**config.mk**
```make
export PLATFORM = sky130hd
export DESIGN_NAME = dsca_ram
export DESIGN_NICKNAME = d
export VERILOG_FILES = /design/src/design/dsca_ram.sv
export SDC_FILE = /design/constraint.sdc
export NUM_CORES = 2
export LEC_CHECK = 0
export BUFFER_PORTS_ARGS = -buffer_cell sky130_fd_sc_hd__buf_2
export CAP_MARGIN = 15
export CORE_AREA = 2 2 323 389
export DETAILED_ROUTE_END_ITERATION = 7
export DIE_AREA = 0 0 325 391
export PLACE_DENSITY = 0.84
export SLEW_MARGIN = 20
export SYNTH_ARGS = -nofsm -noshare
export SYNTH_HDL_FRONTEND = slang
export SYNTH_SLANG_ARGS = --single-unit
```
**constraint.sdc**
```tcl
create_clock -name clk -period 5.98 [get_ports clk]
set_input_delay 0.897 -clock clk [delete_from_list [all_inputs] [get_ports clk]]
set_output_delay 0.897 -clock clk [all_outputs]
set_load 0.1 [all_outputs]
```
**src/design/dsca_ram.sv**
```systemverilog
// ----------------------------------------------------------------------------
// Generic single-port-write, single-port-read RAM
// One write and one read per cycle; read data is registered and holds
// until the next read.
// ----------------------------------------------------------------------------
`default_nettype none

module dsca_ram #(
    parameter int WIDTH = 8,
    parameter int DEPTH = 256
) (
    input  wire logic                     clk,
    input  wire logic                     we,
    input  wire logic [$clog2(DEPTH)-1:0] waddr,
    input  wire logic [WIDTH-1:0]         wdata,
    input  wire logic                     re,
    input  wire logic [$clog2(DEPTH)-1:0] raddr,
    output      logic [WIDTH-1:0]         rdata
);

    logic [WIDTH-1:0] mem_reg [DEPTH];
    logic [WIDTH-1:0] rdata_reg;

    // Write port.
    always_ff @(posedge clk) begin
        if (we) begin
            mem_reg[waddr] <= wdata;
        end
    end

    // Registered read port.
    always_ff @(posedge clk) begin
        if (re) begin
            rdata_reg <= mem_reg[raddr];
        end
    end

    assign rdata = rdata_reg;

endmodule

`default_nettype wire

```
# Word-level counts from Yosys, hierarchy flattened
# Memory sizes are Yosys's and may differ from the RTL's. A register that Yosys moved wholly into a read port is not among the register bits.
# Index checks and enable logic that the tools add are counted.
# classes
mux,2
# ops
operator,count
2-to-1 mux 1 bit,2
# word_totals
regBits,0
mem_bits_rw,2048
in_bits,27
word_cells,3
n_memories,1
# memory_table
name,words,word_bits,rd,rd_clocked_by_memory_dff,wr,line,source
mem_reg,256,8,1,1,1,21,logic [WIDTH-1:0] mem_reg [DEPTH];

# Logic depth before layout (Yosys ltp)
# logic_depth
word_depth,2
depth_mapped,11

# Worst setup path after synthesis
# No wires, ideal clock.
# synth_timing
path_kind,in2reg
from,input port raddr[0]
to,"register rdata_reg[2], in the netlist rdata[2] (read register of mem_reg), data pin"
setup_ns,0.269
arrival_time_ns,2.704
required_ns,5.711
path_slack_ns,3.007
stages,9
n_path_buf,4
path_cell_list,buf_6 -> buf_12 -> buf_8 -> buf_2 -> mux4_2 -> a22oi_1 -> a21oi_1 -> nor4_1 -> nor4_2
# synth_lines
element,line,source
start: declaration,17,"input wire logic [$clog2(DEPTH)-1:0] raddr,"
end: declaration,22,logic [WIDTH-1:0] rdata_reg;

==> out/qor.yml <==
status:
  status: "complete, no violations"
drt:
  ant_nets: 0
  met3_length_mm: 29.1
  via_per_inst: 7.57
  top_layer_used: "met5"
  first_pass_iters: 7
  drc: 0
  routed-via-count: 42394
  wl_met2_mm: 104
  wl_met1_mm: 66.0
  first_iter_violations: 7814
  wl_per_cell_um: 38.5
  routed_wl_mm: 216
clock_network:
  ctsHtreeMaxLevel: 4
  cts-hold-fix-buffers: 0
  post_cts_buffers: 0
  insertion_delay_ps: 820
  cts.path.max_buffers: 3
  path_clk_slew_ps: 70
  cts-buffers-inserted: 176
  clockRootBuffer: "clkbuf_16"
  cts_tree: "yes"
  cts_resized: 0
  clock_sinks: 2056
timing:
  layout_setup_ws_ps: 1680
  fin_crit_ps: 4300
  clock.fmax_mhz: 233
  skew_ps: 38.7
  finalSetupViolations: 0
  slew_viol_final: 0
  hold_viol: 0
  setup_tns_ps: 0
  worst_pin_slew_ps: 1230
  slew_headroom: 0.174
  rsz0062_at_grt: "false"
  min_period_over_period: 0.719
pwr:
  ir_worst_vdd_mv: 0.330
  p_leak_nw: 26.6
  p_per_area_nw_per_um2: 329
critical_path:
  crit_path_max_incr_delay_ps: 990
  path_cells: "buf_2 > buf_4 > nand2b_1 > a211oi_1 > a311oi_1 > o221ai_1 > a211oi_2 > nor4_1"
  r2r-start: "mem_reg[42][5]$_DFFE_PP_"
  slowest_stage: "a211oi_2"
  path_delay_family: "compound AO/OA/AOI/OAI gates"
  cp.required_ps: 6480
  cp-end-kind: "flop"
  cp_num_buf_inv: 2
  cp.arrival_ps: 4800
  startpoint_type: "primary input"
  cp-startpoint: "raddr[4]"
  critPathMaxFanout: 15
  path_class: "in -> reg"
die:
  die_h_um: 391
  io_pins: 35
  core_area_um2: 124000
  die_x_um: 325
  start_util: 0.643
  die_area_um2: 127000
  rows: 142
placement:
  gp_congestion: 0.916
  pre_cts_ws_ps: 1310
  io_buffer_count: 34
  dp.cells: 5282
  dp_hpwl_mm: 117
yosys:
  synth_compound_area_frac: 0.0342
  ys.flop_type: "edfxtp_1"
  netlist_area_um2: 79600
  yosys.area_share.adder: 0
  synth_area_leaders: "edfxtp_1, mux4_2, mux2i_1"
  syn_inst: 3733
  synth-xor-area-share: 0
  synth_top_cell_by_area: "edfxtp_1"
  syn_nets: 3760
  synth.mux.area_fraction: 0.146
  async_flop_share: 0
  synth_top_family_by_area: "multiplexers"
  synth_edf_count: 2056
  ys_types: 54
  ys_seq_elements: 2056
  synth_top_area_frac: 0.775
  synthSimpleGateAreaFrac: 0.0263
  syn_avg_cell_area_um2: 21.3
  yosys_warnings: 0
  ys_seq_area_frac: 0.775
layout:
  largest_reg_flops: 2048
  multi_input_area_um2: 16500
  final_common_cell: "edfxtp_1"
  most-common-layout-cells: "edfxtp_1, mux4_2, nor2_1"
  final-seq-area_um2: 61700
  nets: 3831
  utilization: 0.702
  drive_above_1_share: 0.214
  areaGrowthSynthToFinish_pct: 9.21
  fillers: 6516
  final_cells: 5603
grt:
  antenna_found_initial: 14
  grt_max_degree: 161
  grt_usage: 0.342
  grt_pass1_vias: 42351
  overflow: 0
  grt_pass1_wl_mm: 307
min_path:
  hp-start: "re"
  hold_path.class: "in -> reg"
flow_run:
  maxCapViolations: 0
==> cell usage after synthesis, types with 5 or more instances <==
master / count
nor2_1: 282
mux4_2: 454
clkbuf_1: 111
buf_2: 31
a21oi_1: 96
mux2i_1: 134
nand2b_1: 8
nand2_1: 33
a221oi_1: 13
o221ai_1: 46
o211ai_1: 10
a22o_1: 8
nor2b_1: 31
o21ai_0: 10
nand4_1: 10
a22oi_1: 133
buf_4: 27
buf_1: 22
o22ai_1: 28
nor3_1: 22
a211oi_1: 16
and2_1: 6
edfxtp_1: 2056
buf_6: 21
buf_8: 13
nand3_1: 34
nor4_1: 24
o22a_1: 5
buf_12: 8
==> worst register-to-register path: cells and delay by family (launching register included) <==
kind            cells  cell delay (ps)
compound gates      3             1740
mux                 1              480
flops               1              400
simple gates        2              340
==> logic make-up after synthesis <==
logic type	count (synthesis)
mux	591
simple gates	466
compound gates	385
buf+inv	235
flops	2056
==> final cells by class <==
type	instances	area share
antenna	11	0.000316
clock buffer	212	0.0534
clock inverter	98	0.00951
inverter	2	0.0000863
multi-input combinational	1442	0.190
sequential	2056	0.710
tap	1656	0.0238
timing repair buffer	126	0.0132
==> path summary, 6_finish.rpt <==
check,depth (start not counted),endpoint,slack (ps)
worst max register to register,6,rdata[5]$_DFFE_PP_,2710
worst max-delay path,8,rdata[5]$_DFFE_PP_,1680
worst min-delay path,1,rdata[3]$_DFFE_PP_,550
worst min register to register,5,rdata[0]$_DFFE_PP_,1210
==> stage by stage <==
step                      hold WS [ps]  area (um2)  power, mW
after detailed placement          1170       81500       17.6
after floorplan                    864       79600       17.0
after global routing               534       86900       29.1
after global placement            1130       81400       17.6
after CTS                          519       86900       28.5
final                              549       87000       28.6
==> metal layers <==
layer	vias up	global-route usage
li1	15804	-
met1	21206	0.421
met2	4349	0.545
met3	1017	0.0938
met4	18	0.215
met5	-	0
==> where the power goes <==
| group | internal (mW) | switching (mW) | leakage (nW) |
|---|---|---|---|
| registers | 15.9 | 0.0262 | 18.5 |
| clock network | 6.08 | 5.13 | 2.68 |
| logic | 0.468 | 1.03 | 5.48 |
Power figures use the tool's default switching activity.
