==> src/design/dsca_pkg.sv <==
// ----------------------------------------------------------------------------
// Disk sector chain addresser: shared package
// Word types, format and status codes, controller states and the zone rule
// used to place a track/sector link within a disk image.
// ----------------------------------------------------------------------------
`default_nettype none

package dsca_pkg;

    // Default number of tracks the mark store covers.
    localparam int DEF_TRACK_CAP = 80;

    // Width of the chain epoch kept in each mark store entry.
    localparam int EPOCH_W = 8;
    localparam logic [EPOCH_W-1:0] EPOCH_ONE = {{(EPOCH_W-1){1'b0}}, 1'b1};

    // Status codes of a result word.
    localparam logic [1:0] STAT_OK   = 2'd0;
    localparam logic [1:0] STAT_END  = 2'd1;
    localparam logic [1:0] STAT_LOOP = 2'd2;
    localparam logic [1:0] STAT_BAD  = 2'd3;

    // Command codes of an input word.
    localparam logic CMD_START = 1'b0;
    localparam logic CMD_NEXT  = 1'b1;

    // Image lengths in bytes that identify a known geometry.
    localparam logic [19:0] SIZE_35A = 20'd174848;
    localparam logic [19:0] SIZE_35B = 20'd175531;
    localparam logic [19:0] SIZE_40A = 20'd196608;
    localparam logic [19:0] SIZE_40B = 20'd197376;
    localparam logic [19:0] SIZE_42A = 20'd205312;
    localparam logic [19:0] SIZE_42B = 20'd206114;
    localparam logic [19:0] SIZE_70A = 20'd349696;
    localparam logic [19:0] SIZE_70B = 20'd351062;
    localparam logic [19:0] SIZE_80A = 20'd819200;
    localparam logic [19:0] SIZE_80B = 20'd822400;

    // Sectors on the first side of a double-sided image.
    localparam logic [11:0] SIDE_SECTORS = 12'd683;
    localparam logic [7:0]  SIDE_TRACKS  = 8'd35;
    localparam logic [5:0]  WIDE_COUNT   = 6'd40;

    typedef enum logic [1:0] {
        FMT_NONE,
        FMT_SINGLE,
        FMT_DOUBLE,
        FMT_WIDE
    } fmt_t;

    typedef enum logic [1:0] {
        CTRL_CLEAR,
        CTRL_IDLE,
        CTRL_CHECK
    } ctrl_state_t;

    // Input word: one link of a chain.
    typedef struct packed {
        logic       cmd;
        logic [7:0] track;
        logic [7:0] sector;
    } link_in_t;

    // Result word.
    typedef struct packed {
        logic [19:0] byte_offset;
        logic [1:0]  status;
    } link_out_t;

    // Geometry of the track named by the current input word.
    typedef struct packed {
        logic        known;
        logic [6:0]  limit;
        logic [5:0]  count;
        logic [11:0] preceding;
    } link_geom_t;

    // Sectors per track of the zone rule for a side-relative track.
    function automatic logic [5:0] zone_count(input logic [7:0] t);
        logic [5:0] res;
        if (t <= 8'd17) begin
            res = 6'd21;
        end else if (t <= 8'd24) begin
            res = 6'd19;
        end else if (t <= 8'd30) begin
            res = 6'd18;
        end else begin
            res = 6'd17;
        end
        return res;
    endfunction

    // Sectors before a side-relative track under the zone rule.
    function automatic logic [11:0] zone_before(input logic [7:0] t);
        logic [11:0] tw;
        logic [11:0] res;
        tw = {4'd0, t};
        if (t <= 8'd17) begin
            res = (tw - 12'd1) * 12'd21;
        end else if (t <= 8'd24) begin
            res = 12'd357 + (tw - 12'd18) * 12'd19;
        end else if (t <= 8'd30) begin
            res = 12'd490 + (tw - 12'd25) * 12'd18;
        end else begin
            res = 12'd598 + (tw - 12'd31) * 12'd17;
        end
        return res;
    endfunction

endpackage

`default_nettype wire

==> src/design/dsca_geom.sv <==
// ----------------------------------------------------------------------------
// Disk sector chain addresser: geometry unit
// Decodes each image size written into a format and track limit held in a
// register, and gives the sector count and the sectors before the track
// of the current input word.
// ----------------------------------------------------------------------------
`default_nettype none

module dsca_geom
    import dsca_pkg::*;
#(
    parameter int TRACK_CAP = DEF_TRACK_CAP
) (
    input  wire logic        clk,
    input  wire logic        rst_n,
    input  wire logic        cfg_valid,
    output      logic        cfg_ready,
    input  wire logic [19:0] cfg_image_size,
    input  wire logic [7:0]  track,
    output      link_geom_t  geom
);

    fmt_t       fmt_reg;
    logic [6:0] limit_reg;
    fmt_t       fmt_dec;
    logic [6:0] tracks_dec;
    logic [6:0] limit_dec;
    logic [7:0] side_track;

    // The register is always ready to take a word.
    assign cfg_ready = 1'b1;

    // Decode an image length into a format and track count.
    always_comb begin
        fmt_dec    = FMT_NONE;
        tracks_dec = 7'd0;
        case (cfg_image_size) inside
            SIZE_35A, SIZE_35B: begin
                fmt_dec    = FMT_SINGLE;
                tracks_dec = 7'd35;
            end
            SIZE_40A, SIZE_40B: begin
                fmt_dec    = FMT_SINGLE;
                tracks_dec = 7'd40;
            end
            SIZE_42A, SIZE_42B: begin
                fmt_dec    = FMT_SINGLE;
                tracks_dec = 7'd42;
            end
            SIZE_70A, SIZE_70B: begin
                fmt_dec    = FMT_DOUBLE;
                tracks_dec = 7'd70;
            end
            SIZE_80A, SIZE_80B: begin
                fmt_dec    = FMT_WIDE;
                tracks_dec = 7'd80;
            end
            default: begin
                fmt_dec    = FMT_NONE;
                tracks_dec = 7'd0;
            end
        endcase
        limit_dec = (tracks_dec < 7'(TRACK_CAP)) ? tracks_dec : 7'(TRACK_CAP);
    end

    // Decoded geometry register, loaded on each configuration write.
    always_ff @(posedge clk or negedge rst_n) begin
        if (!rst_n) begin
            fmt_reg   <= FMT_NONE;
            limit_reg <= 7'd0;
        end else if (cfg_valid && cfg_ready) begin
            fmt_reg   <= fmt_dec;
            limit_reg <= limit_dec;
        end
    end

    // Placement of the requested track within the image.
    assign side_track = track - SIDE_TRACKS;

    always_comb begin
        geom.known = (fmt_reg != FMT_NONE);
        geom.limit = limit_reg;
        if (fmt_reg == FMT_WIDE) begin
            geom.count     = WIDE_COUNT;
            geom.preceding = ({4'd0, track} - 12'd1) * 12'd40;
        end else if (fmt_reg == FMT_DOUBLE && track > SIDE_TRACKS) begin
            geom.count     = zone_count(side_track);
            geom.preceding = SIDE_SECTORS + zone_before(side_track);
        end else begin
            geom.count     = zone_count(track);
            geom.preceding = zone_before(track);
        end
    end

endmodule

`default_nettype wire

==> config.mk <==
export PLATFORM = sky130hd
export DESIGN_NAME = dsca_geom
export DESIGN_NICKNAME = d
export VERILOG_FILES = /design/src/design/dsca_pkg.sv /design/src/design/dsca_geom.sv
export SDC_FILE = /design/constraint.sdc
export NUM_CORES = 1
export LEC_CHECK = 0
export BUFFER_PORTS_ARGS = -buffer_cell sky130_fd_sc_hd__buf_4
export CAP_MARGIN = 20
export CORE_ASPECT_RATIO = 0.5
export CORE_MARGIN = 1
export CORE_UTILIZATION = 60
export CTS_BUF_LIST = sky130_fd_sc_hd__clkbuf_4 sky130_fd_sc_hd__clkbuf_8 sky130_fd_sc_hd__clkbuf_16
export DETAILED_ROUTE_END_ITERATION = 10
export MAX_ROUTING_LAYER = met4
export PLACE_DENSITY = 0.79
export REMOVE_ABC_BUFFERS = 1
export SETUP_SLACK_MARGIN = 0.02
export SLEW_MARGIN = 20
export SYNTH_ARGS = -nofsm -noshare
export SYNTH_HDL_FRONTEND = slang
export SYNTH_SLANG_ARGS = --single-unit
==> constraint.sdc <==
create_clock -name clk -period 8.96 [get_ports clk]
set_input_delay 0.896 -clock clk [delete_from_list [all_inputs] [get_ports clk]]
set_output_delay 0.896 -clock clk [all_outputs]
set_load 0.05 [all_outputs]
-- Word level (Yosys, flattened, before mapping)
Cells that the tools add are included.
- bits in registers: 9
- input bits: 31
- output and inout port bits: 27
- word-level logic and storage cells: 81
- add/subtract/negate cells: 16
- multipliers: 9
- $lt $le $gt $ge: 8
- equal/unequal tests: 12
- multiplexer cells: 27
- reduce and logical (&&, ||, !) cells: 7
- operators with widths (cell ; number):
    20-bit by 18-bit equality test with 1-bit output (second input constant) ; 6
    12-bit 2-to-1 mux ; 8
    9-bit by 6-bit multiplier with 12-bit output (second input constant) ; 6
    8-bit by 5-bit subtractor with 9-bit output (second input constant) ; 6
    9-bit by 12-bit adder with 12-bit output (first input constant) ; 4
    8-bit by 5-bit less-or-equal comparator with 1-bit output (second input constant) ; 6
    7-bit 2-to-1 mux ; 6
    20-bit by 19-bit equality test with 1-bit output (second input constant) ; 2
    20-bit equality test (second input constant) ; 2
    10-bit by 12-bit adder with 12-bit output (first input constant) ; 3
    18-bit 2-to-1 mux ; 2
    12-bit by 4-bit multiplier with 11-bit output (second input constant) ; 2
    2-bit 2-to-1 mux ; 9
    8-bit by 1-bit subtractor with 9-bit output (second input constant) ; 2
    12-bit by 3-bit multiplier with 9-bit output (second input constant) ; 1
    2-bit OR reduction ; 5
    8-bit by 6-bit greater-than comparator with 1-bit output (second input constant) ; 1
    8-bit by 6-bit subtractor with 8-bit output (second input constant) ; 1
    7-bit < comparator (second input constant) ; 1
    3-bit 2-to-1 mux ; 2
    2-bit equality test (second input constant) ; 2
    2-bit nonzero test ; 1
    1-bit logical AND ; 1

-- Longest topological paths before layout
- depth in word-level cells: 12
- gate-level depth with buffers: 27
- depth with buffers taken out: 24

-- Worst setup path after synthesis
OpenSTA, ideal clock, no wires.
- path type: input port to output port
- start point: in track[0]
- end point: out geom[11] in the netlist's numbering
- arrival: 7.216 ns
- required time: 8.064 ns
- path slack: 0.848 ns
- stages on the path: 27
- path buffers: 3
- cell sequence: buf_2 > buf_1 > inv_1 > ha_1 > inv_1 > ha_1 > clkbuf_1 > nand2_1 > mux2i_1 > o2bb2ai_1 > xnor2_1 > ha_1 > inv_1 > fa_1 > fa_1 > inv_1 > fa_1 > ha_1 > or3_1 > o21ai_0 > a21oi_1 > xor2_1 > a22oi_1 > a22o_1 > a211o_1 > xnor2_1 > a221oi_2
- RTL lines (element ; line ; RTL):
    start: declaration ; dsca_geom.sv:19 ; input wire logic [7:0] track,
    end: declaration ; dsca_geom.sv:20 ; output link_geom_t geom

==> results.tsv <==
metric	value	unit
period_share	0.9352	
synthesis.area_per_instance	7.701	um2
io_buffers	56	
antenna_found_initial	0	
place_hpwl	19.23	mm
swShare	0.5668	
tightest_slew	1.071	ns
seqPwrFrac	0.020	
yosysWarnings	0	
postCtsHoldBufs	0	
drive_above_1_share	0.09588	
start_kind	primary input	
peakVddDrop	132.8	uV
required	8.06	ns
n_fill_cell	1165	
first_iter_violations	678	
slowest_delay	0.53	ns
ios	58	
leakage	4.342	nW
setup_tns	0	ns
grt_pass1_vias	7768	
dieArea	14430	um2
grt.total_usage	0.3400	
clk_latency	0.23	ns
core	13550	um2
seq_area_frac_synth	0.02396	
crit_path_end_kind	primary output	
synth_enable_flop_cells	0	
vias	8024	
synth_fa_ha_area_frac	0.3480	
cts.path.max_buffers	2	
ys.flop_type	dfrtp_1	
areaGrowthSynthToFinish	7.487	%
setup-violations-final	0	
synth_compound_gate_area_share	0.2192	
critical_path_class	primary input to primary output	
ys_types	87	
slew_headroom	0.2858	
drv_cap	0	
setup_ws	0.5802	ns
fin_crit	8.380	ns
rsz0062_at_grt	no	
gp_congestion	1.002	
fmax	0.1193	GHz
worstPathCellList	buf_4 > clkinv_1 > ha_1 > a2111o_1 > a21oi_2 > xnor2_1 > xnor2_1 > ha_1 > inv_1 > fa_1 > fa_1 > inv_1 > fa_1 > ha_1 > nor2_1 > nor2_1 > a21o_1 > a31oi_1 > a32oi_1 > nor2_1 > a211o_1 > xnor2_1 > a221oi_2 > buf_4	
muxShareOfSynthArea	0.009883	
hold_class	primary input to async pin	
p_int	0.8375	mW
largest_register_ffs	6	
maxSlewViolCount	0	
yosys.area_share.simple	0.1622	
ys_ff_latch	8	
postCtsSetupRepairBufs	0	
outcome	finished, final reports clean	
finalWirelength	23.26	mm
cellPowerDensity	215.3	nW/um2
critPathSlowestCell	a2111o_1	
worstPathMaxFanout	26	
overflow	0	
wire_per_inst	17.78	um
clock-sinks	8	
placementRows	30	
cts_root_buffer	clkbuf_16	
pwr-share-clk	0.038	
cp_data_arrival_time	7.48	ns
synth_xor_area_frac	0.1485	
cts_tree	done	
cts_resized	0	
clkTransAtPathRegs	0.04	ns
power_switching	1.096	mW
die_h	85.45	um
grt_max_degree	41	
power.total	1.933	mW
synth_top_family_by_area	adder cells	
start_util	0.6166	
synth.cell_area	8356	um2
fin_nets	1358	
ant_nets	0	
place_ws	0.6768	ns
combPwrFrac	0.942	
viasPerCell	6.135	
cts-buffers-inserted	3	
cts_htree_levels	1	
drt-pass1-iter-count	5	
finalHoldViolCount	0	
finalHoldWorstSlack	0.4792	ns
dpl.cell_count	1305	
n_antenna_cell	0	
die_x	168.9	um
route.detailed.drc	0	
finalNonFillerCells	1308	
skew	0	ns
synth_cells	1085	
synth-async-reset-ratio	1.000	
grt_pass1_wl	38.36	mm
routing by layer:
layer / track usage / part of all wire
met5: - / 0
met4: 0.09752 / 0.029
met3: 0.03591 / 0.075
met1: 0.4446 / 0.45
met2: 0.5567 / 0.45
worst paths after layout:
kind                                           from                  endpoint  slack, ns  depth (start not counted)
min in group clk           limit_reg[3]$_DFFE_PN0P_  limit_reg[3]$_DFFE_PN0P_       0.51                          1
max reg2reg                  fmt_reg[1]$_DFFE_PN0P_    fmt_reg[1]$_DFFE_PN0P_       8.11                          2
min reg2reg                limit_reg[3]$_DFFE_PN0P_  limit_reg[3]$_DFFE_PN0P_       0.51                          1
min                                           rst_n  limit_reg[5]$_DFFE_PN0P_       0.48                          1
max in group asynchronous                     rst_n    fmt_reg[1]$_DFFE_PN0P_       8.36                          1
max                                        track[2]                  geom[11]       0.58                         24
synth_stat cells (5+ instances only):
cell,count,area share
a32oi_1,5,0.0052
nor2_1,69,0.031
dfrtp_1,8,0.024
nand2_1,63,0.028
clkbuf_1,18,0.0081
nor3_1,30,0.018
xor2_1,45,0.047
a21o_1,17,0.015
a211o_1,8,0.0084
buf_2,7,0.0042
mux2i_1,6,0.0072
nand4_1,8,0.0060
xnor2_1,93,0.097
a21oi_1,66,0.040
o21ai_0,46,0.028
o211ai_1,17,0.015
nor2b_1,14,0.010
buf_1,6,0.0027
a31oi_1,16,0.012
nand2b_1,7,0.0052
o21a_1,9,0.0081
and2_1,9,0.0067
fa_1,39,0.093
o21bai_1,8,0.0072
nand3b_1,5,0.0045
and3_1,5,0.0037
nand3_1,16,0.0096
or3_1,5,0.0037
or2_2,9,0.0067
a211oi_1,10,0.0090
inv_1,146,0.066
nor3b_1,6,0.0054
ha_1,170,0.25
power by group through the flow:
stage,Combinational (mW),Clock (mW),Sequential [mW]
6_report,1.82,0.0734,0.0393
5_1_grt,2.02,0.0760,0.0394
4_1_cts,1.80,0.0743,0.0392
3_5_place_dp,1.78,0,0.0396
3_3_place_gp,1.74,0,0.0396
2_1_floorplan,1.35,0,0.0422
per-stage QoR:
| step | utilization | instance area [um2] |
|---|---|---|
| global route | 0.6628 | 8981 |
| global placement | 0.6572 | 8906 |
| finish | 0.6628 | 8981 |
| CTS | 0.6628 | 8981 |
| detailed placement | 0.6572 | 8906 |
| floorplan | - | 8178 |
area by class of cell:
cell class                 count  area, um2  share of cell area
multi-input combinational    892       7422              0.8264
inverter                     148      555.5             0.06186
timing repair buffer          65      488.0             0.05433
tap                          192      240.2             0.02675
sequential                     8      200.2             0.02229
clock buffer                   3      75.07            0.008359
layout by cell type (no fill, tap or decap), types with 9 or more instances in the layout:
cell,instances
ha_1,170
inv_1,146
xnor2_1,93
nor2_1,69
a21oi_1,66
buf_4,65
nand2_1,63
o21ai_0,46
xor2_1,45
fa_1,39
nor3_1,30
o211ai_1,17
a21o_1,17
nand3_1,16
a31oi_1,16
nor2b_1,14
a211oi_1,10
and2_1,9
or2_2,9
o21a_1,9
kinds of logic after synthesis:
| family | after synthesis |
|---|---|
| compound gates | 266 |
| mux | 8 |
| buf+inv | 185 |
| simple gates | 268 |
| fa+ha+maj | 209 |
| xor+xnor | 140 |
| flops | 8 |
| other cells | 1 |
critical path, delay by kind of cell:
family | cells | cell delay (ns)
adder cells (fa/ha/maj) | 6 | 2.44
AND/OR/NAND/NOR | 3 | 0.33
buffers and inverters | 5 | 1.00
XOR/XNOR | 3 | 0.70
AO/OA/AOI/OAI | 7 | 2.08
Power figures use the tool's default switching activity.
