$ cat config.mk
export PLATFORM = sky130hd
export DESIGN_NAME = dsca_ctrl
export DESIGN_NICKNAME = d
export VERILOG_FILES = /design/src/design/dsca_pkg.sv /design/src/design/dsca_ctrl.sv
export SDC_FILE = /design/constraint.sdc
export NUM_CORES = 1
export LEC_CHECK = 0
export BUFFER_PORTS_ARGS = -buffer_cell sky130_fd_sc_hd__buf_4
export CAP_MARGIN = 20
export CORE_MARGIN = 8
export CORE_UTILIZATION = 57
export CTS_CLUSTER_SIZE = 24
export DETAILED_ROUTE_END_ITERATION = 7
export GPL_TIMING_DRIVEN = 0
export PLACE_DENSITY = 0.83
export SKIP_LAST_GASP = 1
export SLEW_MARGIN = 0
export SYNTH_ARGS = -nofsm -noshare
export SYNTH_HDL_FRONTEND = slang
export SYNTH_SLANG_ARGS = --single-unit
$ cat constraint.sdc
create_clock -name clk -period 5.8 [get_ports clk]
set_input_delay 0.29 -clock clk [delete_from_list [all_inputs] [get_ports clk]]
set_output_delay 0.29 -clock clk [all_outputs]
set_load 0.05 [all_outputs]
$ cat src/design/dsca_pkg.sv
// ----------------------------------------------------------------------------
// Disk sector chain addresser: shared package
// Word types, format and status codes, controller states and the zone rule
// used to place a track/sector link within a disk image.
// ----------------------------------------------------------------------------
`default_nettype none

package dsca_pkg;

    // Default number of tracks the mark store covers.
    localparam int DEF_TRACK_CAP = 80;

    // Width of the chain epoch kept in each mark store entry.
    localparam int EPOCH_W = 8;
    localparam logic [EPOCH_W-1:0] EPOCH_ONE = {{(EPOCH_W-1){1'b0}}, 1'b1};

    // Status codes of a result word.
    localparam logic [1:0] STAT_OK   = 2'd0;
    localparam logic [1:0] STAT_END  = 2'd1;
    localparam logic [1:0] STAT_LOOP = 2'd2;
    localparam logic [1:0] STAT_BAD  = 2'd3;

    // Command codes of an input word.
    localparam logic CMD_START = 1'b0;
    localparam logic CMD_NEXT  = 1'b1;

    // Image lengths in bytes that identify a known geometry.
    localparam logic [19:0] SIZE_35A = 20'd174848;
    localparam logic [19:0] SIZE_35B = 20'd175531;
    localparam logic [19:0] SIZE_40A = 20'd196608;
    localparam logic [19:0] SIZE_40B = 20'd197376;
    localparam logic [19:0] SIZE_42A = 20'd205312;
    localparam logic [19:0] SIZE_42B = 20'd206114;
    localparam logic [19:0] SIZE_70A = 20'd349696;
    localparam logic [19:0] SIZE_70B = 20'd351062;
    localparam logic [19:0] SIZE_80A = 20'd819200;
    localparam logic [19:0] SIZE_80B = 20'd822400;

    // Sectors on the first side of a double-sided image.
    localparam logic [11:0] SIDE_SECTORS = 12'd683;
    localparam logic [7:0]  SIDE_TRACKS  = 8'd35;
    localparam logic [5:0]  WIDE_COUNT   = 6'd40;

    typedef enum logic [1:0] {
        FMT_NONE,
        FMT_SINGLE,
        FMT_DOUBLE,
        FMT_WIDE
    } fmt_t;

    typedef enum logic [1:0] {
        CTRL_CLEAR,
        CTRL_IDLE,
        CTRL_CHECK
    } ctrl_state_t;

    // Input word: one link of a chain.
    typedef struct packed {
        logic       cmd;
        logic [7:0] track;
        logic [7:0] sector;
    } link_in_t;

    // Result word.
    typedef struct packed {
        logic [19:0] byte_offset;
        logic [1:0]  status;
    } link_out_t;

    // Geometry of the track named by the current input word.
    typedef struct packed {
        logic        known;
        logic [6:0]  limit;
        logic [5:0]  count;
        logic [11:0] preceding;
    } link_geom_t;

    // Sectors per track of the zone rule for a side-relative track.
    function automatic logic [5:0] zone_count(input logic [7:0] t);
        logic [5:0] res;
        if (t <= 8'd17) begin
            res = 6'd21;
        end else if (t <= 8'd24) begin
            res = 6'd19;
        end else if (t <= 8'd30) begin
            res = 6'd18;
        end else begin
            res = 6'd17;
        end
        return res;
    endfunction

    // Sectors before a side-relative track under the zone rule.
    function automatic logic [11:0] zone_before(input logic [7:0] t);
        logic [11:0] tw;
        logic [11:0] res;
        tw = {4'd0, t};
        if (t <= 8'd17) begin
            res = (tw - 12'd1) * 12'd21;
        end else if (t <= 8'd24) begin
            res = 12'd357 + (tw - 12'd18) * 12'd19;
        end else if (t <= 8'd30) begin
            res = 12'd490 + (tw - 12'd25) * 12'd18;
        end else begin
            res = 12'd598 + (tw - 12'd31) * 12'd17;
        end
        return res;
    endfunction

endpackage

`default_nettype wire

$ cat src/design/dsca_ctrl.sv
// ----------------------------------------------------------------------------
// Disk sector chain addresser: controller
// Reads the mark store entry of each link, checks it against the current
// chain epoch, writes the mark back and loads the result register. Runs the
// clearing sweep after reset and when the epoch wraps.
// ----------------------------------------------------------------------------
`default_nettype none

module dsca_ctrl
    import dsca_pkg::*;
#(
    parameter int TRACK_CAP = DEF_TRACK_CAP,
    parameter int DEPTH     = (TRACK_CAP + 1) * 256,
    parameter int AW        = $clog2(DEPTH)
) (
    input  wire logic               clk,
    input  wire logic               rst_n,
    input  wire logic               in_valid,
    output      logic               in_stall,
    input  wire link_in_t           in_word,
    input  wire link_geom_t         geom,
    output      logic               out_valid,
    input  wire logic               out_stall,
    output      link_out_t          out_word,
    output      logic               ram_we,
    output      logic [AW-1:0]      ram_waddr,
    output      logic [EPOCH_W-1:0] ram_wdata,
    output      logic               ram_re,
    output      logic [AW-1:0]      ram_raddr,
    input  wire logic [EPOCH_W-1:0] ram_rdata
);

    ctrl_state_t        state_reg;
    ctrl_state_t        state_next;
    logic [EPOCH_W-1:0] epoch_reg;
    logic [AW-1:0]      clr_addr_reg;
    logic               pend_reg;
    logic               fresh_reg;
    logic [7:0]         track_reg;
    logic [7:0]         sector_reg;
    link_geom_t         geom_reg;
    logic [AW-1:0]      addr_reg;
    logic               out_valid_reg;
    link_out_t          out_word_reg;

    logic               accept;
    logic               out_free;
    logic               load_out;
    logic               clr_last;
    logic               wrap;
    logic               visited;
    logic               mark;
    logic [11:0]        sector_sum;
    link_out_t          result;

    // Mark store address of the incoming link: track above sector.
    assign ram_raddr = {in_word.track[AW-9:0], in_word.sector};

    assign accept   = in_valid && !in_stall;
    assign out_free = !out_valid_reg || !out_stall;
    assign clr_last = (clr_addr_reg == AW'(DEPTH - 1));
    assign wrap     = (epoch_reg == '1);

    // Check of the held link against the mark read in the accept cycle.
    always_comb begin
        visited    = !fresh_reg && (ram_rdata == epoch_reg);
        mark       = 1'b0;
        sector_sum = geom_reg.preceding + {4'd0, sector_reg};
        result.byte_offset = 20'd0;
        if (!geom_reg.known) begin
            result.status = STAT_BAD;
        end else if (track_reg == 8'd0) begin
            result.status = STAT_END;
        end else if (track_reg > {1'b0, geom_reg.limit}) begin
            result.status = STAT_LOOP;
        end else if (visited) begin
            result.status = STAT_LOOP;
        end else begin
            mark = 1'b1;
            if (sector_reg >= {2'd0, geom_reg.count}) begin
                result.status = STAT_BAD;
            end else begin
                result.status      = STAT_OK;
                result.byte_offset = {sector_sum, 8'd0};
            end
        end
    end

    // Next state.
    always_comb begin
        state_next = state_reg;
        case (state_reg)
            CTRL_CLEAR: begin
                if (clr_last) begin
                    state_next = pend_reg ? CTRL_CHECK : CTRL_IDLE;
                end
            end
            CTRL_IDLE: begin
                if (accept) begin
                    state_next = (in_word.cmd == CMD_START && wrap) ? CTRL_CLEAR
                                                                   : CTRL_CHECK;
                end
            end
            CTRL_CHECK: begin
                if (out_free) begin
                    state_next = CTRL_IDLE;
                end
            end
            default: begin
                state_next = CTRL_CLEAR;
            end
        endcase
    end

    // State outputs: handshake and mark store control.
    always_comb begin
        in_stall  = 1'b1;
        ram_re    = 1'b0;
        ram_we    = 1'b0;
        ram_waddr = addr_reg;
        ram_wdata = epoch_reg;
        load_out  = 1'b0;
        case (state_reg)
            CTRL_CLEAR: begin
                ram_we    = 1'b1;
                ram_waddr = clr_addr_reg;
                ram_wdata = '0;
            end
            CTRL_IDLE: begin
                in_stall = 1'b0;
                ram_re   = in_valid;
            end
            CTRL_CHECK: begin
                load_out = out_free;
                ram_we   = out_free && mark;
            end
            default: begin
                in_stall = 1'b1;
            end
        endcase
    end

    // Control registers.
    always_ff @(posedge clk or negedge rst_n) begin
        if (!rst_n) begin
            state_reg     <= CTRL_CLEAR;
            epoch_reg     <= EPOCH_ONE;
            clr_addr_reg  <= '0;
            pend_reg      <= 1'b0;
            fresh_reg     <= 1'b0;
            out_valid_reg <= 1'b0;
        end else begin
            state_reg <= state_next;

            // Sweep and epoch handling.
            if (state_reg == CTRL_CLEAR) begin
                if (clr_last) begin
                    epoch_reg <= EPOCH_ONE;
                    fresh_reg <= pend_reg;
                    pend_reg  <= 1'b0;
                end else begin
                    clr_addr_reg <= clr_addr_reg + AW'(1);
                end
            end else if (accept && in_word.cmd == CMD_START) begin
                if (wrap) begin
                    pend_reg     <= 1'b1;
                    clr_addr_reg <= '0;
                end else begin
                    epoch_reg <= epoch_reg + EPOCH_ONE;
                end
            end

            if (load_out) begin
                fresh_reg <= 1'b0;
            end

            // Result register valid.
            if (load_out) begin
                out_valid_reg <= 1'b1;
            end else if (!out_stall) begin
                out_valid_reg <= 1'b0;
            end
        end
    end

    // Held link and result payload.
    always_ff @(posedge clk) begin
        if (accept) begin
            track_reg  <= in_word.track;
            sector_reg <= in_word.sector;
            geom_reg   <= geom;
            addr_reg   <= ram_raddr;
        end
        if (load_out) begin
            out_word_reg <= result;
        end
    end

    assign out_valid = out_valid_reg;
    assign out_word  = out_word_reg;

    // A waiting result is never overwritten.
    a_out_hold: assert property (@(posedge clk) disable iff (!rst_n)
        (out_valid_reg && out_stall) |-> !load_out)
        else $error("result register overwritten while stalled");

    // An accepted link is checked next or waits for a sweep.
    a_accept_next: assert property (@(posedge clk) disable iff (!rst_n)
        accept |=> (state_reg == CTRL_CHECK || state_reg == CTRL_CLEAR))
        else $error("accepted link not followed by check or sweep");

    // The swept store flag is only live for the link that waited on it.
    a_fresh_check: assert property (@(posedge clk) disable iff (!rst_n)
        fresh_reg |-> (state_reg == CTRL_CHECK))
        else $error("fresh flag outside of the check state");

    // The epoch moves only on a chain start or at the end of a sweep.
    a_epoch_move: assert property (@(posedge clk) disable iff (!rst_n)
        !$stable(epoch_reg) |->
            ($past(accept && in_word.cmd == CMD_START) || $past(state_reg == CTRL_CLEAR)))
        else $error("epoch changed without a chain start or sweep");

endmodule

`default_nettype wire

# After elaboration in Yosys (flattened, before gate mapping)
# Cells that the tools add are included.
[op_classes] n_addsub=3 eq_ne=11 n_lt_le_gt_ge=2 n_reduce_logical=23 mux=37 bitwise=2
[op_table] operator="$mux 15" count=5
[op_table] operator="$mux 8" count=5
[op_table] operator="$mux 2" count=9
[op_table] operator="$mux 1" count=16
[op_table] operator="$add 15x1->15 const B" count=1
[op_table] operator="$eq 15x15->1 const B" count=1
[op_table] operator="$add 12x8->12" count=1
[op_table] operator="$reduce_and 3->1" count=4
[op_table] operator="$add 8x1->8 const B" count=1
[op_table] operator="$eq 8x8->1" count=1
[op_table] operator="$eq 8x8->1 const B" count=1
[op_table] operator="$ge 8x6->1" count=1
[op_table] operator="$gt 8x7->1" count=1
[op_table] operator="$logic_not 8->1" count=1
[op_table] operator="$ne 2x2->1 const B" count=4
[op_table] operator="$reduce_bool 2->1" count=4
[op_table] operator="$pmux 2 s3" count=1
[op_table] operator="$logic_and 1x1->1" count=5
[op_table] operator="$reduce_or 5->1" count=1
[op_table] operator="$ne 2x1->1 const B" count=2
[op_table] operator="$reduce_or 4->1" count=1
[op_table] operator="$logic_not 1->1" count=3
[op_table] operator="$eq 2x1->1 const B" count=1
[op_table] operator="$eq 2x2->1 const B" count=1
[op_table] operator="6 further kinds" count=7
[totals] register_bits=107 out_inout_bits=64 inputBits=55 elab_cells=95

# Depth between registers and ports, before layout
# Gate-level depths: netlist of the first run.
[depth] depth_word=8 mapped_depth=8 mapped_depth_nobuf=8

# Least setup slack after synthesis of the first run
# No wires, ideal clock.
[synth_path] path_kind="register to output" from="register track_reg[5]" to="output ram_we" n_path_buf=0 arrival_time_ps=2602 stages_incl_launch_ff=7 setup_slack_ps=2908 path_cell_list="edfxtp_1 -> ha_1 -> a2111oi_0 -> nand2_1 -> o22ai_1 -> nand2_1 -> o31ai_1"
[synth_via] elab_chain_len=6 word_cells_on_any_way=7
[synth_rtl] item="from (decl)" line_no="dsca_ctrl.sv:39" source="logic [7:0] track_reg;"
[synth_rtl] item="from (signal assigned)" line_no="dsca_ctrl.sv:189" source="track_reg <= in_word.track;"
[synth_rtl] item="$gt 8x7->1" line_no="dsca_ctrl.sv:74" source="end else if (track_reg > {1'b0, geom_reg.limit}) begin"
[synth_rtl] item="$mux 1" line_no="dsca_ctrl.sv:74"
[synth_rtl] item="$mux 1 (*)" line_no="dsca_ctrl.sv:72" source="end else if (track_reg == 8'd0) begin"
[synth_rtl] item="$mux 1 (*)" line_no="dsca_ctrl.sv:70" source="if (!geom_reg.known) begin"
[synth_rtl] item="$logic_and 1x1->1 (*)" line_no="dsca_ctrl.sv:135" source="ram_we = out_free && mark;"
[synth_rtl] item="$pmux 1 s2 (*)" line_no="dsca_ctrl.sv:123" source="case (state_reg)"
[synth_rtl] item="to (decl)" line_no="dsca_ctrl.sv:25" source="output logic ram_we,"
# Every way passes the cells marked *; elsewhere a longest branch is shown, timed or not.

# Worst setup path after layout of the first run
# Ends and elaborated chain as after synthesis.

==> metrics.csv, run 1 <==
stage,metric,value,unit
drt,via_count,3454,
drt,first_iter_violations,186,
global_routing,grt.overflow.total,0,
global_routing,grt_max_degree,46,
clocking,post_cts_buffers,0,
hold_path,hold_class,input port to flip-flop,
timing,grt_setup_unrepaired,no,
placed_design,post_dp_cell_area,5414,µm²
worst_setup_path,startpoint_type,flip-flop,
drt,postRouteAntennaNets,0,
logic_synthesis,synth_common_cells,"edfxtp_1 (56), nand2_1 (53), dfrtp_1 (27), inv_1 (27)",
global_routing,grt_util_all_layers,19.34,%
logic_synthesis,yosysUniqueCellTypes,52,
logic_synthesis,netlist_area,4434,µm²
logic_synthesis,async_flop_share,33.33,%
drt,via_per_inst,5.330,
logic_synthesis,ys_seq_elements,84,
layout,n_fill_cell,516,
timing,fin_tns_setup,0,ns
clocking,cts_tree,done,
timing,min_period_over_period,48.82,%
layout,nNetsFinal,620,
run,maxCapViolCount,0,
floorplanning,io-pin-count,119,
logic_synthesis,netlist.area_leader.share,37.92,%
logic_synthesis,synthFlopType,edfxtp_1,
worst_setup_path,worstPathMaxFanout,4,
floorplanning,core_area,7647,µm²
timing,hold_viol,0,
timing,worst_pin_slew,0.9274,ns
floorplanning,die-area,10860,µm²
worst_setup_path,path_class,flip-flop to primary output,
placed_design,place_congestion,0.8246,
outcome,status,"complete, no violations",
clocking,cts_buffer_depth,2,
drt,wire_per_inst,16.15,µm
worst_setup_path,end_kind,primary output,
logic_synthesis,synth.largest_area_cell,edfxtp_1,
floorplanning,core.rowCount,32,
placed_design,dpl.hpwl,8104,µm
timing,skew,0.01242,ns
pwr,ir_worst_vdd,0.0003057,V
global_routing,grt_pass1_vias,3569,
worst_setup_path,reg2reg_slack,3.30,ns
worst_setup_path,cp.required,5.51,ns
clocking,root_buffer,clkbuf_8,
logic_synthesis,yosysSeqAreaShare,53.75,%
global_routing,antenna_found_initial,0,
layout,largest_reg_flops,26,
logic_synthesis,synth_area_leaders,"edfxtp_1 (38%), dfrtp_1 (15%), ha_1 (6.5%)",
clocking,cts_htree_levels,3,
layout,design_area,5608,µm²
drt,drt_first_pass_iters,5,
global_routing,grt_pass1_wl,16950,µm
pwr,p_per_area,271.8,nW/µm²
logic_synthesis,synth.most_common_cell,edfxtp_1,
placed_design,port-buffer-count,110,
layout,syn_to_final_growth,26.47,%
drt,totalWireLength,10470,µm
worst_setup_path,cp.arrival,2.54,ns
timing,period_needed,2.832,ns
layout,multi_input_area,1758,µm²
layout,antenna_cells,0,
layout,instances_no_fill,648,
layout,seqCellArea,2384,µm²
clocking,numCtsBuffers,9,
drt,drc,0,
timing,setup_viol,0,
timing,max_freq,353.2,MHz
timing,finalMaxSlewViolations,0,
pwr,p_leak,2.448,nW
logic_synthesis,synth-edff-count,56,
clocking,clock_sinks,84,
clocking,clk_latency,0.36,ns
logic_synthesis,synth_cells,412,
logic_synthesis,yosysWarnings,0,
clocking,clk_pin_slew,0.09,ns
timing,maxSlewHeadroom,37.66,%
floorplanning,die_h,104.2,µm
layout,drive_gt1_share,29.67,%
floorplanning,die_w,104.2,µm
floorplanning,start_util,57.98,%
placed_design,place_inst,631,
logic_synthesis,syn_avg_cell_area,10.76,µm²
-- final timing paths --
path	end	cells past startpoint	startpoint
max in group asynchronous	epoch_reg[0]	2	rst_n
max	ram_we	7	track_reg[5]
max reg2reg	epoch_reg[7]	7	state_reg[1]
min	geom_reg[8]	1	geom[8]
min reg2reg	clr_addr_reg[7]	1	clr_addr_reg[7]
min in group asynchronous	epoch_reg[7]	2	rst_n
-- worst max-delay path, cell delays in order, from the launching register on --
cell       delay (ns)
edfxtp_1         0.43
ha_1             0.36
a2111oi_0        0.44
nand2_1          0.09
o22ai_1          0.22
nand2_1          0.12
o31ai_1          0.27
buf_4            0.25
-- layout by cell type (no fill, tap or decap), types with 7 or more instances in the layout --
| cell | netlist | final |
|---|---|---|
| or3_1 | 7 | 7 |
| nor2_1 | 24 | 24 |
| xor2_1 | 9 | 9 |
| clkbuf_8 | 0 | 9 |
| a21oi_1 | 11 | 11 |
| edfxtp_1 | 56 | 56 |
| nand2_1 | 53 | 53 |
| inv_1 | 27 | 26 |
| buf_4 | 24 | 134 |
| nor3_1 | 12 | 12 |
| clkbuf_1 | 6 | 7 |
| and2_1 | 9 | 9 |
| xnor2_1 | 15 | 15 |
| o21ai_0 | 19 | 19 |
| nand3_1 | 12 | 12 |
| conb_1 | 1 | 8 |
| nand4_1 | 8 | 8 |
| dfrtp_1 | 27 | 27 |
| ha_1 | 23 | 23 |
-- cells by family after synthesis --
logic type,Yosys count,synth area share [%]
AOI/OAI and AO/OA,62,8.973
xor gates and xnor gates,24,4.741
adders and majority gates,24,6.941
buffers and inverters,60,7.195
DFF,84,53.75
muxes,3,0.6772
other,1,0.08457
and+or+nand+nor,154,17.64
-- metal layers --
metal	global-route usage, %	part of all wire [%]	vias to the layer above	wire, µm
met4	8.893	2.1	0	219
li1	-	-	1687	-
met1	22.82	40	1603	4213
met3	6.010	8.4	19	880
met2	31.62	49	145	5153
met5	0	0	-	0
-- where the power goes --
group | leakage [nW] | total (mW) | internal (mW) | switching, mW
logic | 1.53 | 0.399 | 0.139 | 0.260
registers | 0.826 | 0.727 | 0.677 | 0.0500
clock network | 0.0935 | 0.399 | 0.195 | 0.203
total | 2.45 | 1.52 | 1.01 | 0.514
-- metrics by stage --
stage / utilization, % / setup slack (ns) / hold slack (ns) / power (mW)
6_report: 73.33 / 2.968 / 0.1019 / 1.524
5_1_grt: 73.33 / 2.860 / 0.09052 / 1.590
4_1_cts: 73.33 / 2.985 / 0.09402 / 1.528
3_5_place_dp: 70.80 / 3.297 / 0.2282 / 1.134
3_3_place_gp: 70.80 / 2.785 / 0.2273 / 1.119
2_1_floorplan: - / 2.908 / -0.005591 / 0.9927
-- repair_timing --
item                                    4_1_cts  5_1_grt
gates resized for setup                       0        0
hold buffers                                  1        0
endpoints found under the setup margin        0        0
endpoints found under the hold margin        27        0
-- layout make-up --
| type | count | area share [%] |
|---|---|---|
| Buffer | 33 | 3.882 |
| Timing Repair Buffer | 111 | 14.90 |
| Tap cell | 102 | 2.276 |
| Clock inverter | 6 | 1.004 |
| Sequential cell | 84 | 42.50 |
| Inverter | 27 | 1.807 |
| Clock buffer | 10 | 2.276 |
| Multi-Input combinational cell | 275 | 31.35 |
Note: power is estimated with default switching activity, not from simulation.
==> inputs of run 2 (changes only) <==
--- a/config.mk
+++ b/config.mk
@@ -8,11 +8,11 @@
 export BUFFER_PORTS_ARGS = -buffer_cell sky130_fd_sc_hd__buf_4
 export CAP_MARGIN = 20
 export CORE_MARGIN = 8
-export CORE_UTILIZATION = 57
+export CORE_UTILIZATION = 53
 export CTS_CLUSTER_SIZE = 24
 export DETAILED_ROUTE_END_ITERATION = 7
 export GPL_TIMING_DRIVEN = 0
-export PLACE_DENSITY = 0.83
+export PLACE_DENSITY = 0.77
 export SKIP_LAST_GASP = 1
 export SLEW_MARGIN = 0
 export SYNTH_ARGS = -nofsm -noshare
==> constraint.sdc (replaced) <==
create_clock -name clk -period 2.9 [get_ports clk]
set_input_delay 0.145 -clock clk [delete_from_list [all_inputs] [get_ports clk]]
set_output_delay 0.145 -clock clk [all_outputs]
set_load 0.05 [all_outputs]
==> run 2 against run 1 <==
Compared with the run above:
- cell count up 6.9%
- cell area grew 8.3%
- clock power is 140% higher
- sequential share of layout area fell by 3.2 points
- critical endpoint unchanged
- count of clock-buffer cells in the layout decreased by 1
- critical path type unchanged
- worst setup slack got worse by 2.8 ns
- flip-flop and latch count stayed put
- wire length is 10% higher
- worst hold slack got worse by 0.079 ns
==> metrics.csv, run 2 (synthesized netlist as in run 1, its figures left out) <==
stage,metric,value,unit,change
floorplanning,io-pin-count,119,,unchanged
pwr,ir_worst_vdd,0.0005927,V,+94%
pwr,switching_share,33.27,%,-0.43 points
global_routing,grt_pass1_wl,18570,µm,+9.5%
timing,skew,0.01456,ns,+0.002142 ns
layout,largest_reg_flops,26,,unchanged
timing,setup_viol,0,,unchanged
floorplanning,start_util,54.24,%,-3.7 points
placed_design,post_dp_cell_area,5418,µm²,about the same
drt,postRouteAntennaNets,0,,unchanged
layout,seqCellArea,2384,µm²,unchanged
worst_setup_path,path_class,flip-flop to primary output,,
layout,instances_no_fill,693,,+6.9%
layout,design_area,6072,µm²,+8.3%
timing,min_period_over_period,94.14,%,
run,maxCapViolCount,0,,unchanged
pwr,pwr-share-comb,26.2,%,about the same
clocking,numCtsBuffers,9,,unchanged
timing,max_freq,366.3,MHz,
layout,syn_to_final_growth,36.94,%,
pwr,power.switching,1.076,mW,+110%
worst_setup_path,worstPathMaxFanout,4,,unchanged
layout,multi_input_area,1759,µm²,about the same
worst_setup_path,startpoint_type,flip-flop,,
timing,worst_pin_slew,0.9430,ns,+0.01556 ns
clocking,cts_buffer_depth,2,,unchanged
layout,final_cell_mix,"buf_4 (134), edfxtp_1 (56), nand2_1 (53)",,
drt,via_count,3596,,+4.1%
floorplanning,core_area,8175,µm²,+6.9%
global_routing,grt_max_degree,46,,unchanged
worst_setup_path,cp.arrival,2.59,ns,+0.05 ns
floorplanning,die_w,107.5,µm,+3.1%
clocking,post_cts_buffers,0,,unchanged
drt,first_iter_violations,168,,-9.7%
global_routing,grt_pass1_vias,3709,,+3.9%
layout,final_core_util,74.27,%,+0.94 points
clocking,clock_sinks,84,,unchanged
global_routing,grt.overflow.total,0,,unchanged
placed_design,port-buffer-count,110,,unchanged
drt,drt_first_pass_iters,4,,-1
floorplanning,die-area,11550,µm²,+6.4%
drt,via_per_inst,5.189,,-2.6%
timing,hold_viol,0,,unchanged
layout,drive_gt1_share,27.89,%,-1.8 points
drt,wire_per_inst,16.67,µm,+3.2%
placed_design,dpl.hpwl,7930,µm,-2.2%
pwr,seqPwrFrac,44.8,%,-2.9 points
floorplanning,die_h,107.5,µm,+3.1%
worst_setup_path,cp.required,2.76,ns,-2.75 ns
pwr,p_leak,2.640,nW,+7.8%
layout,nNetsFinal,662,,+6.8%
layout,n_fill_cell,543,,+5.2%
clocking,clk_pin_slew,0.10,ns,about the same
hold_path,hold_class,input port to flip-flop,,
pwr,power.internal,2.159,mW,+110%
placed_design,place_congestion,0.8471,,+2.7%
timing,grt_setup_unrepaired,no,,
timing,finalMaxSlewViolations,0,,unchanged
layout,antenna_cells,0,,unchanged
drt,totalWireLength,11550,µm,+10%
pwr,pwr-share-clk,29.0,%,+2.8 points
global_routing,grt_util_all_layers,20.49,%,+1.1 points
floorplanning,core.rowCount,33,,+3.1%
placed_design,place_inst,634,,+0.48%
timing,maxSlewHeadroom,37.04,%,-0.61 points
layout,mostFrequentLayoutCell,buf_4,,
timing,period_needed,2.730,ns,
clocking,clk_latency,0.36,ns,about the same
global_routing,antenna_found_initial,0,,unchanged
outcome,status,"complete, no violations",,
pwr,p_per_area,532.7,nW/µm²,+96%
clocking,root_buffer,clkbuf_8,,
worst_setup_path,end_kind,primary output,,
drt,drc,0,,unchanged
clocking,cts_tree,done,,
clocking,cts_htree_levels,3,,unchanged
[run 2: cell count changes in the layout (fill, tap and decap cells not counted)]
cell,previous run,this run
a2111oi_0,2,1
a2111oi_1,0,1
bufinv_16,1,2
clkinv_1,1,0
clkinv_4,0,1
clkinv_2,3,1
dlygate4sd3_1,1,43
inv_6,0,2
clkbuf_1,7,6
[run 2: worst max-delay path, cell delays in order, from the launching register on]
cell       delay [ns]
edfxtp_1         0.44
ha_1             0.35
a2111oi_1        0.40
nand2_1          0.11
o22ai_1          0.25
nand2_1          0.12
o31ai_1          0.29
buf_4            0.26
[run 2: routing by layer]
| metal | vias to the layer above | wire length [µm] | global-route usage [%] |
|---|---|---|---|
| li1 | 1780 | - | - |
| met1 | 1678 | 4597 | 23.20 |
| met2 | 121 | 5736 | 34.69 |
| met3 | 17 | 1009 | 8.144 |
| met4 | 0 | 208 | 6.442 |
| met5 | - | 0 | 0 |
[run 2: what timing repair did]
| action | CTS | global route |
|---|---|---|
| gates resized for setup | 0 | 1 |
| hold endpoints to repair | 70 | 0 |
| endpoints found under the setup margin | 0 | 1 |
| hold buffers | 43 | 0 |
[run 2: worst paths after layout]
kind / startpoint / endpoint / slack (ns) / cells after the start
hold reg to reg: clr_addr_reg[7] / clr_addr_reg[7] / 0.48 / 1
setup / recovery: track_reg[5] / ram_we / 0.17 / 7
setup reg to reg: state_reg[1] / epoch_reg[7] / 0.35 / 7
min in group asynchronous: rst_n / epoch_reg[4] / 0.23 / 2
max in group asynchronous: rst_n / epoch_reg[0] / 2.36 / 2
hold / removal: out_stall / out_valid / 0.02 / 3
[run 2: area by class of cell]
type / count / share of cell area [%]
flip-flops and latches: 84 / 39.25
multi-input cells: 275 / 28.97
repair buffers: 153 / 20.69
plain buffers: 33 / 3.585
well taps: 105 / 2.164
clock buffers: 9 / 2.040
inverters: 27 / 1.669
clock inverters: 7 / 1.628
[run 2: through the flow]
step	setup TNS [ns]	setup slack [ns]	hold slack, ns	power [mW]
finish	0	0.1698	0.02240	3.235
floorplan	0	0.05316	-0.1506	1.985
detailed placement	0	0.3898	0.08568	2.264
CTS	0	0.1819	0.01070	3.233
global placement	-0.1098	-0.1089	0.08026	2.240
global route	0	0.008763	0.03499	3.378
[run 2: power groups by stage]
| stage | logic, mW | registers [mW] | clock network, mW |
|---|---|---|---|
| 2_1_floorplan | 0.539 | 1.45 | 0 |
| 6_report | 0.847 | 1.45 | 0.938 |
| 4_1_cts | 0.844 | 1.45 | 0.942 |
| 5_1_grt | 0.915 | 1.46 | 1.00 |
| 3_3_place_gp | 0.774 | 1.47 | 0 |
| 3_5_place_dp | 0.794 | 1.47 | 0 |
==> inputs of run 3 (changes only) <==
--- a/config.mk
+++ b/config.mk
@@ -7,6 +7,7 @@
 export LEC_CHECK = 0
 export BUFFER_PORTS_ARGS = -buffer_cell sky130_fd_sc_hd__buf_4
 export CAP_MARGIN = 20
+export CORE_ASPECT_RATIO = 0.75
 export CORE_MARGIN = 8
 export CORE_UTILIZATION = 53
 export CTS_CLUSTER_SIZE = 24
==> run 3 against run 2 <==
Compared with the run above:
- critical endpoint unchanged
- wire length down 1.2%
- core utilization down 1.2 points
- clock skew down 0.0053 ns
==> metrics.csv, run 3 (synthesized netlist as in run 1, its figures left out) <==
stage,metric,value,unit,change
run,maxCapViolCount,0,,unchanged
timing,hold_viol,0,,unchanged
layout,largest_reg_flops,26,,unchanged
clocking,numCtsBuffers,9,,unchanged
drt,wire_per_inst,16.40,µm,-1.6%
layout,nNetsFinal,662,,unchanged
worst_setup_path,path_class,flip-flop to primary output,,
timing,finalMaxSlewViolations,0,,unchanged
pwr,p_leak,2.635,nW,-0.17%
drt,drt_first_pass_iters,4,,unchanged
drt,postRouteAntennaNets,0,,unchanged
floorplanning,core.rowCount,29,,-12%
drt,via_per_inst,5.261,,+1.4%
floorplanning,io-pin-count,119,,unchanged
worst_setup_path,end_kind,primary output,,
placed_design,port-buffer-count,110,,unchanged
pwr,p_per_area,526.3,nW/µm²,-1.2%
floorplanning,die_w,121.6,µm,+13%
worst_setup_path,worstPathMaxFanout,4,,unchanged
layout,final_core_util,73.11,%,-1.2 points
global_routing,grt_pass1_wl,17970,µm,-3.2%
timing,worst_pin_slew,0.9449,ns,+0.001866 ns
timing,max_freq,354.9,MHz,-3.1%
placed_design,post_dp_cell_area,5421,µm²,about the same
drt,via_count,3662,,+1.8%
pwr,ir_worst_vdd,0.0003703,V,-38%
floorplanning,start_util,53.37,%,-0.87 points
layout,antenna_cells,0,,unchanged
clocking,post_cts_buffers,0,,unchanged
timing,min_period_over_period,97.17,%,+3.0 points
timing,period_needed,2.818,ns,+0.08778 ns
clocking,clock_sinks,84,,unchanged
outcome,status,"complete, no violations",,
clocking,cts_buffer_depth,2,,unchanged
layout,final_cell_mix,"buf_4 (134), edfxtp_1 (56), nand2_1 (53)",,
clocking,root_buffer,clkbuf_8,,
global_routing,grt_util_all_layers,20.01,%,-0.48 points
timing,fin_ws,0.08206,ns,-0.08778 ns
layout,drive_gt1_share,27.89,%,unchanged
hold_path,hold_class,input port to flip-flop,,
drt,totalWireLength,11420,µm,-1.2%
layout,mostFrequentLayoutCell,buf_4,,
clocking,clk_pin_slew,0.09,ns,about the same
floorplanning,core_area,8309,µm²,+1.6%
layout,design_area,6075,µm²,about the same
placed_design,place_congestion,0.8632,,+1.9%
timing,setup_viol,0,,unchanged
drt,drc,0,,unchanged
floorplanning,die-area,11580,µm²,+0.26%
placed_design,dpl.hpwl,8047,µm,+1.5%
layout,syn_to_final_growth,36.99,%,about the same
global_routing,grt_pass1_vias,3569,,-3.8%
drt,first_iter_violations,182,,+8.3%
placed_design,pre_cts_slack,0.4202,ns,+0.03041 ns
clocking,clk_latency,0.35,ns,about the same
worst_setup_path,cp.arrival,2.67,ns,+0.08 ns
clocking,cts_tree,done,,
timing,maxSlewHeadroom,36.92,%,-0.12 points
worst_setup_path,startpoint_type,flip-flop,,
timing,skew,0.009266,ns,-0.005292 ns
worst_setup_path,cp.required,2.76,ns,about the same
global_routing,grt_max_degree,46,,unchanged
clocking,cts_htree_levels,3,,unchanged
layout,n_fill_cell,595,,+9.6%
global_routing,grt.overflow.total,0,,unchanged
global_routing,antenna_found_initial,0,,unchanged
pwr,power,3.197,mW,-1.2%
floorplanning,die_h,95.22,µm,-11%
[run 3: cell count changes in the layout (fill, tap and decap cells not counted), sizes merged]
cell	delta
inv	-2
clkinvlp	+1
clkbuf	+1
[run 3: stage by stage]
step / setup TNS [ns] / hold slack (ns) / cells
after global placement: -0.1139 / 0.08197 / 637
after CTS: 0 / 0.01168 / 696
after detailed placement: 0 / 0.09048 / 637
after floorplan: 0 / -0.1506 / 419
after global routing: -0.06415 / 0.03142 / 696
final: 0 / 0.01507 / 696
[run 3: final cells by class]
type / count / area [µm²] / share of cell area, %
Timing Repair Buffer: 153 / 1256 / 20.68
Inverter: 27 / 101.3 / 1.668
Tap cell: 108 / 135.1 / 2.225
Multi-Input combinational cell: 275 / 1764 / 29.04
Clock buffer: 10 / 127.6 / 2.101
Buffer: 33 / 217.7 / 3.584
Sequential cell: 84 / 2384 / 39.24
Clock inverter: 6 / 88.84 / 1.462
[run 3: per-layer routing]
layer  track usage, %  up-vias  share of wire (%)
met5                0        -                  0
met4            7.267        0                1.5
met3            6.450       16                8.6
met2            32.09      131                 47
met1            25.09     1745                 43
li1                 -     1770                  -
[run 3: critical path, cell delays in order, from the launching register on]
cell and delay, ns:
edfxtp_1 0.47, ha_1 0.38, a2111oi_0 0.49, nand2_1 0.13
o22ai_2 0.19, nand2_1 0.11, o31ai_1 0.29, buf_4 0.26
[run 3: worst paths after layout]
path,from,to,slack [ns],cells past startpoint
worst max-delay path,track_reg[5],ram_we,0.08,7
worst min-delay path,out_stall,out_valid,0.02,3
worst max register to register,state_reg[1],epoch_reg[7],0.35,7
worst min register to register,clr_addr_reg[7],clr_addr_reg[7],0.50,1
max in group asynchronous,rst_n,epoch_reg[0],2.35,2
min in group asynchronous,rst_n,epoch_reg[2],0.24,2
[run 3: timing repair]
item,in CTS,in global routing
hold endpoints to repair,69,0
setup endpoints to repair,0,1
hold buffers,43,0
gates resized for setup,0,1
[run 3: where the power goes]
part | internal, mW | total [mW] | switching (mW)
clock | 0.485 | 0.906 | 0.421
combinational | 0.314 | 0.843 | 0.530
sequential | 1.35 | 1.45 | 0.0946
total | 2.15 | 3.20 | 1.04
